$ cat src/hw/rtl/ovd_pkg.sv
`default_nettype none

package ovd_pkg;

    localparam int MAX_LEVELS = 10;
    localparam int LVL_W      = 4;
    localparam int COORD_W    = 10;
    localparam int OCT_W      = 3;
    localparam int ST_W       = 3;

    localparam logic [LVL_W-1:0] EDGE_LEVELS_RST = LVL_W'(6);
    localparam logic [LVL_W-1:0] MAX_LVL         = LVL_W'(MAX_LEVELS);
    localparam logic [OCT_W-1:0] OCT_LAST        = '1;

    localparam logic [ST_W-1:0] ST_LEAF         = 3'd0;
    localparam logic [ST_W-1:0] ST_LAST_LEAF    = 3'd1;
    localparam logic [ST_W-1:0] ST_TRAILING     = 3'd2;
    localparam logic [ST_W-1:0] ST_TRUNCATED    = 3'd3;
    localparam logic [ST_W-1:0] ST_BRANCH_VOXEL = 3'd4;

    typedef logic [LVL_W-1:0]   t_lvl;
    typedef logic [OCT_W-1:0]   t_oct;
    typedef logic [COORD_W-1:0] t_coord;

    typedef struct packed {
        t_coord          leaf_x;
        t_coord          leaf_y;
        t_coord          leaf_z;
        t_lvl            leaf_depth;
        logic            leaf_value;
        logic [ST_W-1:0] status;
        logic            last;
    } t_res;

endpackage

`default_nettype wire

$ cat src/hw/rtl/ovd_tok_if.sv
`default_nettype none

interface ovd_tok_if;
    logic valid;
    logic ready;
    logic token_bit;
    logic stream_end;

    modport source (output valid, output token_bit, output stream_end, input ready);
    modport sink (input valid, input token_bit, input stream_end, output ready);
endinterface

`default_nettype wire

$ cat src/hw/rtl/ovd_leaf_if.sv
`default_nettype none

interface ovd_leaf_if;
    import ovd_pkg::*;

    logic            valid;
    logic            ready;
    t_coord          leaf_x;
    t_coord          leaf_y;
    t_coord          leaf_z;
    t_lvl            leaf_depth;
    logic            leaf_value;
    logic [ST_W-1:0] status;
    logic            last;

    modport source (
        output valid, output leaf_x, output leaf_y, output leaf_z, output leaf_depth,
        output leaf_value, output status, output last, input ready
    );
    modport sink (
        input valid, input leaf_x, input leaf_y, input leaf_z, input leaf_depth,
        input leaf_value, input status, input last, output ready
    );
endinterface

`default_nettype wire

$ cat src/hw/rtl/ovd_walker.sv
`default_nettype none

module ovd_walker (
    input  wire logic         i_clk,
    input  wire logic         i_rst_n,
    input  wire logic         i_cfg_we,
    input  wire ovd_pkg::t_lvl i_cfg_wdata,
    input  wire logic         i_take,
    input  wire logic         i_token_bit,
    input  wire logic         i_stream_end,
    output logic              o_res_valid,
    output ovd_pkg::t_res     o_res
);
    import ovd_pkg::*;

    t_lvl r_edge_levels;
    t_oct r_stack [MAX_LEVELS];
    t_lvl r_depth;
    logic r_awaiting;

    t_oct n_stack [MAX_LEVELS];
    t_lvl n_depth;
    logic n_awaiting;

    t_lvl                  lvl;
    logic [MAX_LEVELS-1:0] raw_x;
    logic [MAX_LEVELS-1:0] raw_y;
    logic [MAX_LEVELS-1:0] raw_z;
    t_lvl                  shift;
    logic                  found;
    t_lvl                  adv_idx;
    logic                  done;
    logic                  to_root;

    assign lvl   = (r_edge_levels > MAX_LVL) ? MAX_LVL : r_edge_levels;
    assign shift = MAX_LVL - lvl;

    always_comb begin
        raw_x = '0;
        raw_y = '0;
        raw_z = '0;
        for (int k = 0; k < MAX_LEVELS; k++) begin
            if (k < int'(r_depth) && k < int'(lvl)) begin
                raw_x[MAX_LEVELS-1-k] = r_stack[k][2];
                raw_y[MAX_LEVELS-1-k] = r_stack[k][1];
                raw_z[MAX_LEVELS-1-k] = r_stack[k][0];
            end
        end
    end

    always_comb begin
        found   = 1'b0;
        adv_idx = '0;
        for (int i = MAX_LEVELS - 1; i >= 0; i--) begin
            if (!found && i < int'(r_depth) && r_stack[i] != OCT_LAST) begin
                found   = 1'b1;
                adv_idx = LVL_W'(i);
            end
        end
        done = !found;
    end

    always_comb begin
        n_stack     = r_stack;
        n_depth     = r_depth;
        n_awaiting  = r_awaiting;
        to_root     = 1'b0;
        o_res_valid = 1'b0;
        o_res       = '0;
        if (r_awaiting) begin
            o_res_valid      = 1'b1;
            o_res.leaf_x     = COORD_W'(raw_x >> shift);
            o_res.leaf_y     = COORD_W'(raw_y >> shift);
            o_res.leaf_z     = COORD_W'(raw_z >> shift);
            o_res.leaf_depth = r_depth;
            o_res.leaf_value = i_token_bit;
            o_res.last       = done || i_stream_end;
            if (done) begin
                o_res.status = i_stream_end ? ST_LAST_LEAF : ST_TRAILING;
            end else begin
                o_res.status = i_stream_end ? ST_TRUNCATED : ST_LEAF;
            end
            n_awaiting = 1'b0;
            for (int j = 0; j < MAX_LEVELS; j++) begin
                if (LVL_W'(j) == adv_idx) begin
                    n_stack[j] = r_stack[j] + OCT_W'(1);
                end else if (LVL_W'(j) > adv_idx) begin
                    n_stack[j] = '0;
                end
            end
            n_depth = adv_idx + LVL_W'(1);
            to_root = o_res.last;
        end else if (i_token_bit && r_depth >= lvl) begin
            o_res_valid  = 1'b1;
            o_res.status = ST_BRANCH_VOXEL;
            o_res.last   = 1'b1;
            to_root      = 1'b1;
        end else if (i_stream_end) begin
            o_res_valid  = 1'b1;
            o_res.status = ST_TRUNCATED;
            o_res.last   = 1'b1;
            to_root      = 1'b1;
        end else if (!i_token_bit) begin
            n_awaiting = 1'b1;
        end else begin
            for (int j = 0; j < MAX_LEVELS; j++) begin
                if (LVL_W'(j) == r_depth) begin
                    n_stack[j] = '0;
                end
            end
            n_depth = r_depth + LVL_W'(1);
        end
        if (to_root) begin
            for (int j = 0; j < MAX_LEVELS; j++) begin
                n_stack[j] = '0;
            end
            n_depth    = '0;
            n_awaiting = 1'b0;
        end
    end

    always_ff @(posedge i_clk) begin
        if (!i_rst_n) begin
            r_edge_levels <= EDGE_LEVELS_RST;
            r_depth       <= '0;
            r_awaiting    <= 1'b0;
            for (int j = 0; j < MAX_LEVELS; j++) begin
                r_stack[j] <= '0;
            end
        end else begin
            if (i_cfg_we) begin
                r_edge_levels <= i_cfg_wdata;
            end
            if (i_take) begin
                r_depth    <= n_depth;
                r_awaiting <= n_awaiting;
                r_stack    <= n_stack;
            end
        end
    end

endmodule

`default_nettype wire

$ cat src/hw/rtl/ovd_out_reg.sv
`default_nettype none

module ovd_out_reg (
    input  wire logic          i_clk,
    input  wire logic          i_rst_n,
    input  wire logic          i_load,
    input  wire ovd_pkg::t_res i_res,
    input  wire logic          i_ready,
    output logic               o_valid,
    output logic               o_free,
    output ovd_pkg::t_res      o_res
);
    import ovd_pkg::*;

    logic r_valid;
    t_res r_res;

    assign o_free  = !r_valid || i_ready;
    assign o_valid = r_valid;
    assign o_res   = r_res;

    always_ff @(posedge i_clk) begin
        if (!i_rst_n) begin
            r_valid <= 1'b0;
        end else if (i_load) begin
            r_valid <= 1'b1;
        end else if (i_ready) begin
            r_valid <= 1'b0;
        end
    end

    always_ff @(posedge i_clk) begin
        if (i_load) begin
            r_res <= i_res;
        end
    end

endmodule

`default_nettype wire

$ cat src/hw/rtl/octree_voxel_decoder_core.sv
// Octree voxel decoder: parses a preorder octree bit stream, one bit per beat.
// Input channel i_tok carries token_bit and stream_end; a beat is taken when
// valid and ready are both high. Output channel o_leaf carries one leaf beat
// (origin x/y/z, depth, value, status, last) for a leaf value bit, or an
// error beat with zero leaf fields for a truncated stream or a branch at
// single-voxel size. Branch and leaf-marker bits give no output beat.
// Timing: a result beat is valid in the cycle after the input beat causing it.
// Throughput: one input beat per cycle while the single output register is
// free; octant stack, origin build and next-sibling search are combinational.
// Configuration: i_cfg_we with i_cfg_wdata writes edge_levels (log2 of the
// cube edge, values above 10 act as 10); write it only while idle.
// Reset (synchronous, active low) clears the stack to the root, sets
// edge_levels to 6 and empties the output register.
// Receiver stall: the output register holds its beat while o_leaf.ready is
// low, and i_tok.ready drops until that beat is taken.
`default_nettype none

module octree_voxel_decoder_core (
    input  wire logic          i_clk,
    input  wire logic          i_rst_n,
    input  wire logic          i_cfg_we,
    input  wire ovd_pkg::t_lvl i_cfg_wdata,
    ovd_tok_if.sink            i_tok,
    ovd_leaf_if.source         o_leaf
);
    import ovd_pkg::*;

    logic free;
    logic take;
    logic res_valid;
    t_res res;
    t_res out_res;
    logic out_valid;

    assign i_tok.ready = free;
    assign take        = i_tok.valid && free;

    ovd_walker u_walker (
        .i_clk        (i_clk),
        .i_rst_n      (i_rst_n),
        .i_cfg_we     (i_cfg_we),
        .i_cfg_wdata  (i_cfg_wdata),
        .i_take       (take),
        .i_token_bit  (i_tok.token_bit),
        .i_stream_end (i_tok.stream_end),
        .o_res_valid  (res_valid),
        .o_res        (res)
    );

    ovd_out_reg u_out_reg (
        .i_clk   (i_clk),
        .i_rst_n (i_rst_n),
        .i_load  (take && res_valid),
        .i_res   (res),
        .i_ready (o_leaf.ready),
        .o_valid (out_valid),
        .o_free  (free),
        .o_res   (out_res)
    );

    assign o_leaf.valid      = out_valid;
    assign o_leaf.leaf_x     = out_res.leaf_x;
    assign o_leaf.leaf_y     = out_res.leaf_y;
    assign o_leaf.leaf_z     = out_res.leaf_z;
    assign o_leaf.leaf_depth = out_res.leaf_depth;
    assign o_leaf.leaf_value = out_res.leaf_value;
    assign o_leaf.status     = out_res.status;
    assign o_leaf.last       = out_res.last;

endmodule

`default_nettype wire
$ cat src/flat_wrapper.sv
// flat-port wrapper written by rule: the top's interface ports become plain ports
module octree_voxel_decoder_core_flat import ovd_pkg::*;
  (i_clk, i_rst_n, i_cfg_we, i_cfg_wdata, i_tok_valid, i_tok_token_bit, i_tok_stream_end, i_tok_ready, o_leaf_valid, o_leaf_leaf_x, o_leaf_leaf_y, o_leaf_leaf_z, o_leaf_leaf_depth, o_leaf_leaf_value, o_leaf_status, o_leaf_last, o_leaf_ready);
  ovd_tok_if i_tok_i ();
  ovd_leaf_if o_leaf_i ();
  input  wire logic i_clk;
  input  wire logic i_rst_n;
  input  wire logic i_cfg_we;
  input  wire ovd_pkg::t_lvl i_cfg_wdata;
  input wire logic [$bits(i_tok_i.valid)-1:0] i_tok_valid;
  input wire logic [$bits(i_tok_i.token_bit)-1:0] i_tok_token_bit;
  input wire logic [$bits(i_tok_i.stream_end)-1:0] i_tok_stream_end;
  output wire logic [$bits(i_tok_i.ready)-1:0] i_tok_ready;
  output wire logic [$bits(o_leaf_i.valid)-1:0] o_leaf_valid;
  output wire logic [$bits(o_leaf_i.leaf_x)-1:0] o_leaf_leaf_x;
  output wire logic [$bits(o_leaf_i.leaf_y)-1:0] o_leaf_leaf_y;
  output wire logic [$bits(o_leaf_i.leaf_z)-1:0] o_leaf_leaf_z;
  output wire logic [$bits(o_leaf_i.leaf_depth)-1:0] o_leaf_leaf_depth;
  output wire logic [$bits(o_leaf_i.leaf_value)-1:0] o_leaf_leaf_value;
  output wire logic [$bits(o_leaf_i.status)-1:0] o_leaf_status;
  output wire logic [$bits(o_leaf_i.last)-1:0] o_leaf_last;
  input wire logic [$bits(o_leaf_i.ready)-1:0] o_leaf_ready;
  assign i_tok_i.valid = i_tok_valid;
  assign i_tok_i.token_bit = i_tok_token_bit;
  assign i_tok_i.stream_end = i_tok_stream_end;
  assign i_tok_ready = i_tok_i.ready;
  assign o_leaf_valid = o_leaf_i.valid;
  assign o_leaf_leaf_x = o_leaf_i.leaf_x;
  assign o_leaf_leaf_y = o_leaf_i.leaf_y;
  assign o_leaf_leaf_z = o_leaf_i.leaf_z;
  assign o_leaf_leaf_depth = o_leaf_i.leaf_depth;
  assign o_leaf_leaf_value = o_leaf_i.leaf_value;
  assign o_leaf_status = o_leaf_i.status;
  assign o_leaf_last = o_leaf_i.last;
  assign o_leaf_i.ready = o_leaf_ready;
  octree_voxel_decoder_core u_core (.i_clk(i_clk), .i_rst_n(i_rst_n), .i_cfg_we(i_cfg_we), .i_cfg_wdata(i_cfg_wdata), .i_tok(i_tok_i), .o_leaf(o_leaf_i));
endmodule
$ cat config.mk
export PLATFORM = sky130hd
export DESIGN_NAME = octree_voxel_decoder_core_flat
export DESIGN_NICKNAME = d
export VERILOG_FILES = /design/src/hw/rtl/ovd_pkg.sv /design/src/hw/rtl/ovd_tok_if.sv /design/src/hw/rtl/ovd_leaf_if.sv /design/src/hw/rtl/ovd_walker.sv /design/src/hw/rtl/ovd_out_reg.sv /design/src/hw/rtl/octree_voxel_decoder_core.sv /design/src/flat_wrapper.sv
export SDC_FILE = /design/constraint.sdc
export NUM_CORES = 1
export LEC_CHECK = 0
export CAP_MARGIN = 20
export CORE_MARGIN = 1.5
export CORE_UTILIZATION = 40
export CTS_BUF_LIST = sky130_fd_sc_hd__clkbuf_16
export DETAILED_ROUTE_END_ITERATION = 12
export DONT_BUFFER_PORTS = 1
export PLACE_DENSITY = 0.65
export SKIP_CTS_REPAIR_TIMING = 1
export SYNTH_ARGS = -nofsm -noshare
export SYNTH_HDL_FRONTEND = slang
export SYNTH_SLANG_ARGS = --single-unit
export TNS_END_PERCENT = 50
$ cat constraint.sdc
create_clock -name i_clk -period 4.7 [get_ports i_clk]
set_clock_uncertainty 0.15 [all_clocks]
set_input_delay 0.235 -clock i_clk [delete_from_list [all_inputs] [get_ports i_clk]]
set_output_delay 0.235 -clock i_clk [all_outputs]
set_load 0.05 [all_outputs]
# Word-level counts from Yosys, hierarchy flattened
# Cells that the tools add are included.
# W data, S select, Z words.
# word_totals
out_inout_bits,41
inputBits,11
elab_cells,287
ff_bits,79
# op_classes
n_reduce_logical,70
n_shift,3
eq_ne,40
n_addsub,13
n_mux,108
order_cmp,32
# ops
operator,count
$mux W30,5
$mux W3,31
$mux W4,18
$reduce_and A6 Y1,10
$mux W1,51
$ne A4 B1 Y1 const B,10
$ne A3 B3 Y1 const B,11
$reduce_bool A3 Y1,11
$eq A3 B4 Y1 const A,8
$logic_and A1 B1 Y1,32
$lt A3 B4 Y1 const A,8
$add A3 B1 Y3 const B,10
$shr A10 B4 Y10,3
$eq A2 B4 Y1 const A,4
$eq A4 B4 Y1 const A,4
$gt A3 B4 Y1 const A,4
$lt A1 B4 Y1 const A,4
$lt A2 B4 Y1 const A,4
$lt A4 B4 Y1 const A,4
$logic_not A1 Y1,11
$add A4 B1 Y4 const B,2
$eq A1 B4 Y1 const A,2
$gt A1 B4 Y1 const A,2
$gt A2 B4 Y1 const A,2
10 further kinds,15

# Logic depth before layout (Yosys ltp)
# Gate-level depths: netlist of run 1.
# logic_depth
ltp_word,44
ltp_mapped,14
ltp_nobuf,13

# Hierarchy
# Synthesis of run 1 repeated with hierarchy kept, for this count alone.
# hier_totals
hier_cells,559
hier_area_um2,5043.6
# modules_own_cells
mod,seq_area_each_um2,cells_each,instances,area_each_um2
ovd_walker,780.7,514,1,3811.2
ovd_out_reg,1191.1,43,1,1219.9
octree_voxel_decoder_core,0.0,2,1,12.5

# Least setup slack after synthesis of run 1
# OpenSTA, ideal clock, no wires.
# synth_path
kind,register to register
start,reg u_core.u_walker.r_edge_levels[1]
end,"reg u_core.u_out_reg.r_res, in the netlist u_core.u_out_reg.o_res[0] (enable)"
t_arrival_ns,3.098
setup_ns,0.401
path_buffers,3
synth_period_minus_slack_ns,3.649
slack_ns,1.051
required_ns,4.149
path_stages_with_launch,12
cell_sequence,dfxtp_1 > clkbuf_1 > o21ai_1 > nand2_1 > inv_2 > buf_2 > ha_1 > nand2b_1 > a31oi_1 > o21bai_1 > clkbuf_1 > and3_1
# synth_via
elab_chain_cells,7
# synth_lines
item,line,text
"start, declared",ovd_walker.sv:16,t_lvl r_edge_levels;
"start signal, assigned",ovd_walker.sv:132,r_edge_levels <= i_cfg_wdata;
$gt A4 B4 Y1,ovd_walker.sv:35,assign lvl = (r_edge_levels > MAX_LVL) ? MAX_LVL : r_edge_levels;
$mux W4 *,ovd_walker.sv:35,
$ge A4 B4 Y1 *,ovd_walker.sv:93,end else if (i_token_bit && r_depth >= lvl) begin
$logic_and A1 B1 Y1 *,ovd_walker.sv:93,
$mux W1 *,ovd_walker.sv:93,
$mux W1 *,ovd_walker.sv:70,if (r_awaiting) begin
$logic_and A1 B1 Y1 *,octree_voxel_decoder_core.sv:53,".i_load (take && res_valid),"
net u_core.u_out_reg.i_load,ovd_out_reg.sv:6,"input wire logic i_load,"
"end signal, assigned",ovd_out_reg.sv:34,r_res <= i_res;
"end, declared",ovd_out_reg.sv:16,t_res r_res;
# The timed path passes the listed nets; every way through them passes the cells marked *.
# A chain may end at the register's enable or synchronous reset.

# Final worst setup path of run 1
# layout_path
start,reg u_core.u_walker.r_depth[2]
end,reg u_core.u_walker.r_depth[3]
# layout_via
elab_chain_cells,44
elab_cells_between_ends,75
cone_classes,add/sub: 2; order compare: 11; eq/ne: 2; mux: 27; reduce/logical: 33
# layout_lines
item,line,text
"start, declared",ovd_walker.sv:18,t_lvl r_depth;
"start signal, assigned",ovd_walker.sv:135,r_depth <= n_depth;
"parallel branches: the longest is 44 deep, another holds $lt A4 B4 Y1",--,
# Several ways; the timed one is not identified. The select of a mux whose other input is x is not followed.

==> results of run 1 <==
[power breakdown]
group          leakage, uW  switching, uW  internal [uW]
combinational      0.00120            120           63.0
sequential        0.000699           78.1            745
clock             0.000155            294            466
total              0.00205            492           1270
[cell families after synthesis]
kind of cell             Yosys count
AND/OR/NAND/NOR                  205
AO/OA/AOI/OAI                    168
flip-flops                        79
buffers and inverters             49
adder cells (fa/ha/maj)           29
multiplexers                      24
XOR/XNOR                           3
[final cells by class]
type,instances,area [sq um],share of cell area (%)
multi-input cells,429,2959,51.99
flip-flops and latches,79,1972,34.64
clock buffers,9,225.2,3.957
well taps,172,215.2,3.781
repair buffers,19,167.7,2.946
clock inverters,7,96.34,1.693
inverters,15,56.30,0.9892
[final timing paths]
| path | startpoint | end | slack (ps) | cells past startpoint |
|---|---|---|---|---|
| setup reg to reg | u_core.u_walker.r_depth[2] | u_core.u_walker.r_depth[3] | 700 | 11 |
| hold reg to reg | u_core.u_walker.r_stack[1] | u_core.u_walker.r_stack[1] | 350 | 2 |
| setup / recovery | u_core.u_walker.r_depth[2] | u_core.u_walker.r_depth[3] | 700 | 11 |
| hold / removal | i_tok_stream_end | u_core.u_out_reg.o_res[1] | -30 | 2 |
[synthesized netlist by cell type, types with 3 or more instances]
| cell | number | area share, % |
|---|---|---|
| sky130_fd_sc_hd__a21o_1 | 6 | 0.88 |
| sky130_fd_sc_hd__nor3_2 | 3 | 0.58 |
| sky130_fd_sc_hd__o22a_1 | 3 | 0.51 |
| sky130_fd_sc_hd__a21oi_1 | 26 | 2.5 |
| sky130_fd_sc_hd__o211ai_1 | 6 | 0.88 |
| sky130_fd_sc_hd__and2_1 | 7 | 0.85 |
| sky130_fd_sc_hd__nor4_2 | 3 | 0.73 |
| sky130_fd_sc_hd__mux2_2 | 6 | 1.3 |
| sky130_fd_sc_hd__edfxtp_1 | 39 | 23 |
| sky130_fd_sc_hd__clkbuf_1 | 23 | 1.7 |
| sky130_fd_sc_hd__o31a_1 | 3 | 0.51 |
| sky130_fd_sc_hd__o22ai_1 | 6 | 0.73 |
| sky130_fd_sc_hd__or2_2 | 3 | 0.37 |
| sky130_fd_sc_hd__nand2b_1 | 10 | 1.2 |
| sky130_fd_sc_hd__o2bb2ai_1 | 4 | 0.68 |
| sky130_fd_sc_hd__nor4_1 | 5 | 0.61 |
| sky130_fd_sc_hd__o21a_1 | 10 | 1.5 |
| sky130_fd_sc_hd__buf_2 | 8 | 0.78 |
| sky130_fd_sc_hd__a211oi_1 | 11 | 1.6 |
| sky130_fd_sc_hd__o211a_1 | 4 | 0.78 |
| sky130_fd_sc_hd__a32oi_1 | 13 | 2.2 |
| sky130_fd_sc_hd__a22oi_1 | 8 | 1.2 |
| sky130_fd_sc_hd__a22o_1 | 14 | 2.4 |
| sky130_fd_sc_hd__a31oi_1 | 4 | 0.49 |
| sky130_fd_sc_hd__o21ai_0 | 20 | 1.9 |
| sky130_fd_sc_hd__dfxtp_1 | 40 | 16 |
| sky130_fd_sc_hd__a211o_1 | 4 | 0.68 |
| sky130_fd_sc_hd__or2_1 | 3 | 0.37 |
| sky130_fd_sc_hd__ha_1 | 29 | 7.1 |
| sky130_fd_sc_hd__nor2_1 | 58 | 4.2 |
| sky130_fd_sc_hd__mux2i_1 | 16 | 3.1 |
| sky130_fd_sc_hd__nand3_1 | 23 | 2.2 |
| sky130_fd_sc_hd__nand2_1 | 55 | 4.0 |
| sky130_fd_sc_hd__inv_1 | 13 | 0.95 |
| sky130_fd_sc_hd__o221ai_1 | 5 | 0.85 |
| sky130_fd_sc_hd__o31ai_1 | 3 | 0.44 |
| sky130_fd_sc_hd__nor3_1 | 17 | 1.7 |
[worst max-delay path: stages, from the launching register on]
cell                        delay [ps]
sky130_fd_sc_hd__dfxtp_1           880
sky130_fd_sc_hd__nor2_1            260
sky130_fd_sc_hd__a221oi_4          410
sky130_fd_sc_hd__nand4b_1          250
sky130_fd_sc_hd__or2_2             150
sky130_fd_sc_hd__ha_1              150
sky130_fd_sc_hd__nand2_1           290
sky130_fd_sc_hd__a2111oi_0         630
sky130_fd_sc_hd__o21ai_0           170
sky130_fd_sc_hd__nor4_1            390
sky130_fd_sc_hd__mux2i_1           160
sky130_fd_sc_hd__nand2_1            80
[metrics by stage]
step / hold slack (ps) / cell area (sq um) / instances
2_1_floorplan: 213.5 / 5139 / 557
3_3_place_gp: 154.1 / 5270 / 704
3_5_place_dp: 155.6 / 5270 / 704
4_1_cts: -208.3 / 5592 / 720
5_1_grt: 20.60 / 5692 / 730
6_report: -30.56 / 5692 / 730
[registers in the layout (all words and copies together) (netlist names)]
signal	count
u_core.u_out_reg.o_valid	1
u_core.u_walker.r_edge_levels	4
u_core.u_out_reg.o_res	39
u_core.u_walker.r_stack	30
u_core.u_walker.r_depth	4
u_core.u_walker.r_awaiting	1
[per-layer routing]
metal  vias to the layer above  routed length, um
met5                         -                  0
met4                         0                463
met3                        31                853
met2                       177               6690
met1                      2130               6283
li1                       2108                  -
==> metrics, run 1 <==
Compound-Gate Fraction of Synth Area between 20% and 30%; net count after synthesis 597; average via count per standard cell 6.090; post-DR wirelength/cell 19.58 um; cell area after synthesis a little over 5000 sq um; TritonCTS buffer count 9; PortBufs 0; CP Data Required Time 4850 ps; GR Util All Layers 22.30%; mean instance size in the synthesized netlist a little over 9 sq um; overall routed net length 14290 um; setup-violating endpoint count in the final report 0; post-route worst hold slack -30.56 ps; Synth Area in Adders ~7.1%; die height between 100 and 150 um; Die Area 13540 sq um; Worst Tran Pin Value 941.7 ps; overall via count from detail_route 4446; leading cell types in the layout, fill and taps excluded 58 x sky130_fd_sc_hd__nor2_1, 55 x sky130_fd_sc_hd__nand2_1, 40 x sky130_fd_sc_hd__dfxtp_1; Area Overhead vs Synth 10.76%; Final Hold Viols 2; core box area about 13000 sq um; Pwr Total between 1500 and 2000 uW; number of synthesized flops with an enable pin 39; top-level I/O count 52; final count of pins violating max slew 0; CTS Sinks 79; P per Cell Area 310.4 nW/um^2; start-to-end type of the worst setup path reg -> reg; fraction of the mapped netlist area in simple logic gates 20.01%; mux contribution to synthesized area 4.870%; startpoint type of the worst setup path register; sequential cell area fraction in the yosys report about two fifths; ratio of cells with drive above 1 in the final layout 9.677%; Post-Place Worst Slack about 800 ps; outcome complete, but fails checks; max cap viols 0; first-pass GRT wire length 22940 um; standard-cell rows 41; CTS tree yes; LEAKAGE slightly above 0.002 uW; Die Span X 116.3 um; fin worst setup slack a little under 700 ps; worst relative slew slack between 30 and 40%; count of antenna diodes in the layout 0; Post-DRT Antenna Nets 0; number of DRC violations after detailed routing 0; min Tclk post-route approximately 4000 ps; final critical-path share of the clock period 85.21%; number of search-and-repair iterations in the first detailed-routing pass 5; violated checks negative hold slack; final weighted congestion of routability-driven global placement 0.9340; clock slew at reported path FFs ~60 ps; classification of the worst-slack hold path in -> reg; Synth Warn # 0; most instantiated flip-flop cell in the synthesis netlist sky130_fd_sc_hd__dfxtp_1; GRT overflow 0; Seq cells post-synth slightly below 80; clock root cell sky130_fd_sc_hd__clkbuf_16; Crit Path Max Fanout 20; Fin Setup TNS 0 ps; net count of the finished layout 593; number of inserted filler cells in the final layout 1202; number of design-rule violations left by the first detailed-router iteration 421; number of library cell types mapped by synthesis 71; starting density of the core 40.89%; setup repair after global routing missed its margin false; worst-case vdd ir drop approximately 0.16 mV; commonest non-fill, non-tap cell in the layout sky130_fd_sc_hd__nor2_1; xor and xnor area share after synthesis 0.5113%; clock network latency to the later pin of the worst-skew pair 350 ps; pin count of the biggest net entering global routing a little over 40; number of antenna violations at the first check in global routing 0; highest attainable clock frequency ~250 MHz; Arrival @ worst endpoint ~4200 ps; largest family of logic cells by synthesized area compound AO/OA/AOI/OAI gates; met2 Track Usage GR 35.53%; met3 Resource Use GR 4.048%; utilization after layout 45.29%; via count of the first global-routing pass 4229; half-perimeter wire length after placement 10570 um; maximum buffer depth of the clock tree 2; Post-Syn Instances between 500 and 600; Worst setup EP type register; GRT Max-Usage Layer met2; maximum level of the CTS H-tree 3; share of flip-flops with an asynchronous set or reset after synthesis 0%; met1 routing resource usage after global routing between 20% and 30%
No activity file was read; power rests on OpenSTA's default activity.
==> run 2: changes to the inputs <==
Settings changed: CORE_ASPECT_RATIO set to 1.4, MAX_ROUTING_LAYER set to met4.
==> run 2 against run 1 <==
Compared with the run above: the run ends with design-rule violations left; maximum frequency shrank 0.30%; sequential share of layout area increased by 0.24 points; worst hold slack gained 34 ps; cell area is 0.68% lower; first-iteration DRC count fell by 29%; global-route usage increased by 1.5 points; clock power decreased by 2.9%; flip-flop and latch count is the same; register-to-register slack about the same; via count grew 0.83%; clock-buffer cell count unchanged; critical endpoint unchanged; largest power group unchanged.
==> metrics, run 2 (synthesized netlist as in run 1, its figures left out) <==
outcome complete, but fails checks; violated checks design-rule violations; final count of pins violating max slew 0; number of design-rule violations left by the first detailed-router iteration 300; Combinational Power Share between 10% and 20%; fin worst setup slack roughly 680 ps; largest stage delay on the critical path 840 ps; P per Cell Area 309.3 nW/um^2; count of antenna diodes in the layout 0; overall routed net length 15560 um; Area Overhead vs Synth 10.01%; filler-free cell count of the finished design 707; CTS Sinks 79; min Tclk post-route 4017 ps; number of search-and-repair iterations in the first detailed-routing pass 9; Worst setup EP type register; starting density of the core 41.33%; clock root cell sky130_fd_sc_hd__clkbuf_16; PortBufs 0; final critical-path share of the clock period 85.47%; Cells on Worst Hold Path 2; leading cell types in the layout, fill and taps excluded 58 x sky130_fd_sc_hd__nor2_1, 55 x sky130_fd_sc_hd__nand2_1, 40 x sky130_fd_sc_hd__dfxtp_1; number of antenna violations at the first check in global routing 0; Post-DRT Antenna Nets 0; endpoint of the worst-slack reg-to-reg timing path u_core.u_walker.r_depth[3]; GRT overflow 0; worst relative slew slack 43.88%; switching power summed over all nets 479.3 uW; placed instance count 680; die height 137.1 um; critical path, cell by cell o21bai_2 -> a211o_1 -> nand4b_1 -> or2_2 -> ha_1 -> nand2_1 -> a2111oi_0 -> o21ai_0 -> nor4_1 -> a31oi_1 -> nand2_1; gate family responsible for the most delay along the worst path compound AO/OA/AOI/OAI gates; worst-case vdd ir drop 0.1859 mV; number of inserted filler cells in the final layout approximately 1200; via count of the first global-routing pass between 4000 and 5000; launching point of the worst reg2reg path u_core.u_walker.r_depth[1]; half-perimeter wire length after placement about 12000 um; top-level I/O count 52; highest attainable clock frequency 248.9 MHz; pin count of the biggest net entering global routing 41; CTS tree yes; Final Hold Viols 0; Arrival @ worst endpoint 4160 ps; CP Data Required Time 4840 ps; flip-flop count of the largest register after layout 39; Placement Cell Area 5228 sq um; TritonCTS buffer count 9; length in cells of the worst reg-to-reg path 11; highest-delay cell along the critical path sky130_fd_sc_hd__dfxtp_1; Worst Tran Pin Value 830.1 ps; Fin Setup TNS 0 ps; setup-violating endpoint count in the final report 0; first-pass GRT wire length 23670 um; sequential share of power 46.9%; worst reg-to-reg setup slack a little under 700 ps; core box area 12430 sq um; critical path buffer and inverter count 0; maximum buffer depth of the clock tree 2; LEAKAGE 0.002048 uW; clock network latency to the later pin of the worst-skew pair 340 ps; classification of the worst-slack hold path in -> reg; number of DRC violations after detailed routing 5; standard-cell rows 48; max cap viols 0; commonest non-fill, non-tap cell in the layout sky130_fd_sc_hd__nor2_1; GR Util All Layers 23.84%; start-to-end type of the worst setup path reg -> reg; Crit. Startpoint u_core.u_walker.r_depth[1]; start point of the worst min-delay path i_tok_stream_end; critical path depth in cells 11; final non-filler cell area between 5000 and 6000 sq um; average via count per standard cell 6.341; P_int about 1300 uW; cell type with the highest occurrence count on the critical path sky130_fd_sc_hd__nand2_1; Die Span X approximately 99 um; share of power burned in the clock network 42.2%; Pwr Total 1749 uW; critical path endpoint u_core.u_walker.r_depth[3]; net count of the finished layout 592; maximum level of the CTS H-tree 3; Post-Place Worst Slack approximately 800 ps; Die Area 13550 sq um; setup repair after global routing missed its margin false; ratio of cells with drive above 1 in the final layout 9.336%; startpoint type of the worst setup path register; clock slew at reported path FFs 70 ps; Crit Path Max Fanout 21; post-DR wirelength/cell 22.00 um; switching power share of the total 27.41%; overall via count from detail_route 4483; final weighted congestion of routability-driven global placement approximately 0.92
==> run 2: cell types whose count changed in the layout (fill, tap and decap cells not counted) <==
| cell | change |
|---|---|
| sky130_fd_sc_hd__buf_4 | -2 |
| sky130_fd_sc_hd__buf_6 | +1 |
| sky130_fd_sc_hd__inv_1 | +1 |
| sky130_fd_sc_hd__inv_8 | -1 |
==> run 2: how the worst min path moves through the flow <==
stage                                       end
6_report              u_core.u_out_reg.o_res[2]
5_1_grt               u_core.u_out_reg.o_res[2]
4_1_cts        u_core.u_walker.r_edge_levels[2]
3_5_place_dp   u_core.u_walker.r_edge_levels[2]
3_3_place_gp   u_core.u_walker.r_edge_levels[1]
2_1_floorplan  u_core.u_walker.r_edge_levels[1]
==> run 2: stage by stage <==
stage                     utilization (%)  hold WS (ps)
final                               45.47         3.798
after global routing                45.47         20.23
after CTS                           44.58        -188.5
after detailed placement            42.05         160.0
after global placement              42.05         157.1
after floorplan                         -         213.5
==> run 2: power groups by stage <==
| stage | Combinational, uW | Sequential (uW) | Clock [uW] |
|---|---|---|---|
| finish | 190 | 820 | 738 |
| global route | 205 | 823 | 776 |
| CTS | 176 | 820 | 744 |
| detailed placement | 175 | 835 | 0 |
| global placement | 172 | 834 | 0 |
| floorplan | 139 | 825 | 0 |
==> run 2: per-layer routing <==
layer | up-vias | track usage (%) | part of all wire [%]
li1 | 2112 | - | -
met2 | 180 | 41.84 | 52
met4 | 0 | 14.44 | 5.7
met1 | 2145 | 25.16 | 38
met5 | - | - | 0
met3 | 46 | 3.779 | 4.5
==> run 2: final cells by class <==
| class | count | area [sq um] | share of cell area (%) |
|---|---|---|---|
| multi-input cells | 429 | 2959 | 52.35 |
| flip-flops and latches | 79 | 1972 | 34.88 |
| clock buffers | 9 | 225.2 | 3.984 |
| well taps | 150 | 187.7 | 3.320 |
| repair buffers | 18 | 163.9 | 2.900 |
| clock inverters | 7 | 88.84 | 1.571 |
| inverters | 15 | 56.30 | 0.9960 |
==> run 2: worst register-to-register path: stages (launching register included) <==
cell and delay, ps:
sky130_fd_sc_hd__dfxtp_1 840, sky130_fd_sc_hd__o21bai_2 250, sky130_fd_sc_hd__a211o_1 460, sky130_fd_sc_hd__nand4b_1 250
sky130_fd_sc_hd__or2_2 160, sky130_fd_sc_hd__ha_1 150, sky130_fd_sc_hd__nand2_1 310, sky130_fd_sc_hd__a2111oi_0 660
sky130_fd_sc_hd__o21ai_0 180, sky130_fd_sc_hd__nor4_1 340, sky130_fd_sc_hd__a31oi_1 150, sky130_fd_sc_hd__nand2_1 80
==> run 3: changes to the inputs <==
Settings changed: SYNTH_HIERARCHICAL set to 1.
==> run 3 against run 2 <==
Compared with the run above: the run ends with negative hold slack left; core utilization about the same; cell count is 0.85% higher; maximum frequency grew 1.1%; critical path depth decreased by 1; sequential power is 0.7% lower; register-to-register slack gained 40 ps; critical path type unchanged; critical endpoint is now u_core/u_out_reg/o_res[15].
==> metrics, run 3 <==
clock network latency to the later pin of the worst-skew pair 340 ps; top cell type's share of synthesized area 23.22%; CP Data Required Time 4520 ps; share of flip-flops with an asynchronous set or reset after synthesis 0%; worst relative slew slack roughly a third; Die Area 13300 sq um; start-to-end type of the worst setup path reg -> reg; final critical-path share of the clock period 84.53%; startpoint type of the worst setup path register; number of DRC violations after detailed routing 0; Worst setup EP type register; post-DR wirelength/cell 20.04 um; LEAKAGE 0.002035 uW; Final Hold Viols 1; Crit Path Max Fanout 40; critical path, cell by cell o21ai_2 -> nand2_1 -> inv_2 -> ha_1 -> nand2b_1 -> a21o_1 -> a21oi_1 -> o21ai_1 -> and3_2 -> buf_4; final count of pins violating max slew 0; critical path depth in cells 10; pin count of the biggest net entering global routing 43; critical path buffer and inverter count 2; core box area 12310 sq um; setup repair after global routing missed its margin false; count of antenna diodes in the layout 0; clock root cell sky130_fd_sc_hd__clkbuf_16; GR Util All Layers about 23%; Die Span X 97.90 um; final weighted congestion of routability-driven global placement 0.9301; Area Overhead vs Synth 11.04%; CTS tree yes; PortBufs 0; maximum buffer depth of the clock tree 2; overall routed net length approximately 14000 um; average via count per standard cell between 6 and 7; clock slew at reported path FFs 60 ps; Worst Tran Pin Value 1009 ps; Pwr Total 1696 uW; mean instance size in the synthesized netlist about 9 sq um; flip-flop count of the largest register after layout 39; top-level I/O count 52; standard-cell rows 48; cell type with the highest aggregate area in the netlist sky130_fd_sc_hd__edfxtp_1; Fin Setup TNS 0 ps; length in cells of the worst reg-to-reg path 10; outcome complete, but fails checks; post-route worst hold slack -5.786 ps; highest attainable clock frequency 251.7 MHz; net count of the finished layout 598; overall via count from detail_route between 4000 and 5000; worst-case vdd ir drop 0.1770 mV; die height 135.9 um; most area-consuming cells after synthesis sky130_fd_sc_hd__edfxtp_1 23%, sky130_fd_sc_hd__dfxtp_1 16%, sky130_fd_sc_hd__ha_1 7.2%, sky130_fd_sc_hd__mux2i_1 5.0%, sky130_fd_sc_hd__nand2_1 4.2%; highest-delay cell along the critical path sky130_fd_sc_hd__o21ai_1; Seq cells post-synth 79; max cap viols 0; most numerous cell in the Yosys netlist sky130_fd_sc_hd__nand2_1; setup-violating endpoint count in the final report 0; leading cell types in the layout, fill and taps excluded 57 x sky130_fd_sc_hd__nand2_1, 53 x sky130_fd_sc_hd__nor2_1, 40 x sky130_fd_sc_hd__dfxtp_1; Arrival @ worst endpoint 3790 ps; number of design-rule violations left by the first detailed-router iteration 358; maximum level of the CTS H-tree 3; ratio of cells with drive above 1 in the final layout 11.01%; cell area after synthesis 5044 sq um; first-pass GRT wire length ~23000 um; starting density of the core between 40% and 50%; TritonCTS buffer count 9; number of inserted filler cells in the final layout 1151; sequential cell area fraction in the yosys report 39.10%; number of search-and-repair iterations in the first detailed-routing pass 5; number of antenna violations at the first check in global routing 0; min Tclk post-route 3973 ps; Post-Syn Instances about 560; half-perimeter wire length after placement 10840 um; most instantiated flip-flop cell in the synthesis netlist sky130_fd_sc_hd__dfxtp_1; net count after synthesis approximately 600; number of library cell types mapped by synthesis 71; violated checks negative hold slack; gate family responsible for the most delay along the worst path compound AO/OA/AOI/OAI gates; largest stage delay on the critical path around 800 ps; GRT overflow 0; Synth Warn # 6; CTS Sinks 79; Cells on Worst Hold Path 2; P per Cell Area 302.9 nW/um^2; number of synthesized flops with an enable pin 39; Post-DRT Antenna Nets 0; leading post-synthesis cells by instance count 57 x sky130_fd_sc_hd__nand2_1, 53 x sky130_fd_sc_hd__nor2_1, 40 x sky130_fd_sc_hd__dfxtp_1, 39 x sky130_fd_sc_hd__edfxtp_1, 38 x sky130_fd_sc_hd__a21oi_1; commonest non-fill, non-tap cell in the layout sky130_fd_sc_hd__nand2_1; via count of the first global-routing pass 4200; classification of the worst-slack hold path in -> reg
## run 3: cell count changes after synthesis, sizes merged, moves of 9 or more
cell / delta
nor2b: +9
o21ai: +11
mux2i: +9
a22o: -10
a21oi: +12
## run 3: path summary, 6_finish.rpt
check	start	to	slack, ps
max	u_core/u_walker/r_edge_levels[3]	u_core/u_out_reg/o_res[15]	730
min	i_rst_n	u_core/u_walker/r_edge_levels[2]	-6
max reg2reg	u_core/u_walker/r_edge_levels[3]	u_core/u_out_reg/o_res[15]	730
min reg2reg	u_core/u_walker/r_stack[11]	u_core/u_walker/r_stack[11]	370
## run 3: cell type report
class | instances | area (sq um) | area share, %
well taps | 150 | 187.7 | 3.351
multi-input cells | 433 | 2890 | 51.61
flip-flops and latches | 79 | 1972 | 35.21
inverters | 13 | 48.80 | 0.8713
clock buffers | 9 | 225.2 | 4.021
repair buffers | 22 | 202.7 | 3.619
clock inverters | 7 | 73.82 | 1.318
## run 3: stage by stage
| stage | cell area, sq um | worst slack (ps) | hold WS (ps) | utilization, % | std cells |
|---|---|---|---|---|---|
| 6_report | 5600 | 727.2 | -5.786 | 45.49 | 713 |
| 5_1_grt | 5600 | 501.2 | 0.2285 | 45.49 | 713 |
| 3_3_place_gp | 5181 | 813.3 | 154.1 | 42.08 | 686 |
| 3_5_place_dp | 5181 | 798.8 | 159.4 | 42.08 | 686 |
| 4_1_cts | 5480 | 779.9 | -193.2 | 44.51 | 702 |
| 2_1_floorplan | 5044 | 1092 | 213.5 | - | 559 |
## run 3: power breakdown
| group | switching (uW) | internal [uW] | total [uW] |
|---|---|---|---|
| registers | 70.5 | 744 | 814 |
| logic | 119 | 67.2 | 186 |
| clock network | 284 | 412 | 696 |
## run 3: kinds of logic (layout without fill, tap and decap cells)
kind of cell / count (synthesis) / count (layout) / share of synthesized area, %
simple gates: 206 / 206 / 20.37
compound gates: 163 / 163 / 22.48
buf+inv: 47 / 51 / 3.771
mux: 33 / 33 / 6.748
xor+xnor: 2 / 2 / 0.3474
flops: 79 / 79 / 39.10
fa+ha+maj: 29 / 29 / 7.194
## run 3: worst register-to-register path: cells and delay by family, from the launching register on
kind | cells | cell delay, ps
compound gates | 4 | 1280
flops | 1 | 670
fa+ha+maj | 1 | 330
buf+inv | 2 | 590
simple gates | 3 | 580
## run 3: routing by layer
layer	wire length [um]	vias up	track usage, %
li1	-	2103	-
met1	5576	2043	23.99
met2	7242	156	38.66
met3	585	49	4.062
met4	880	0	14.21
met5	0	-	-
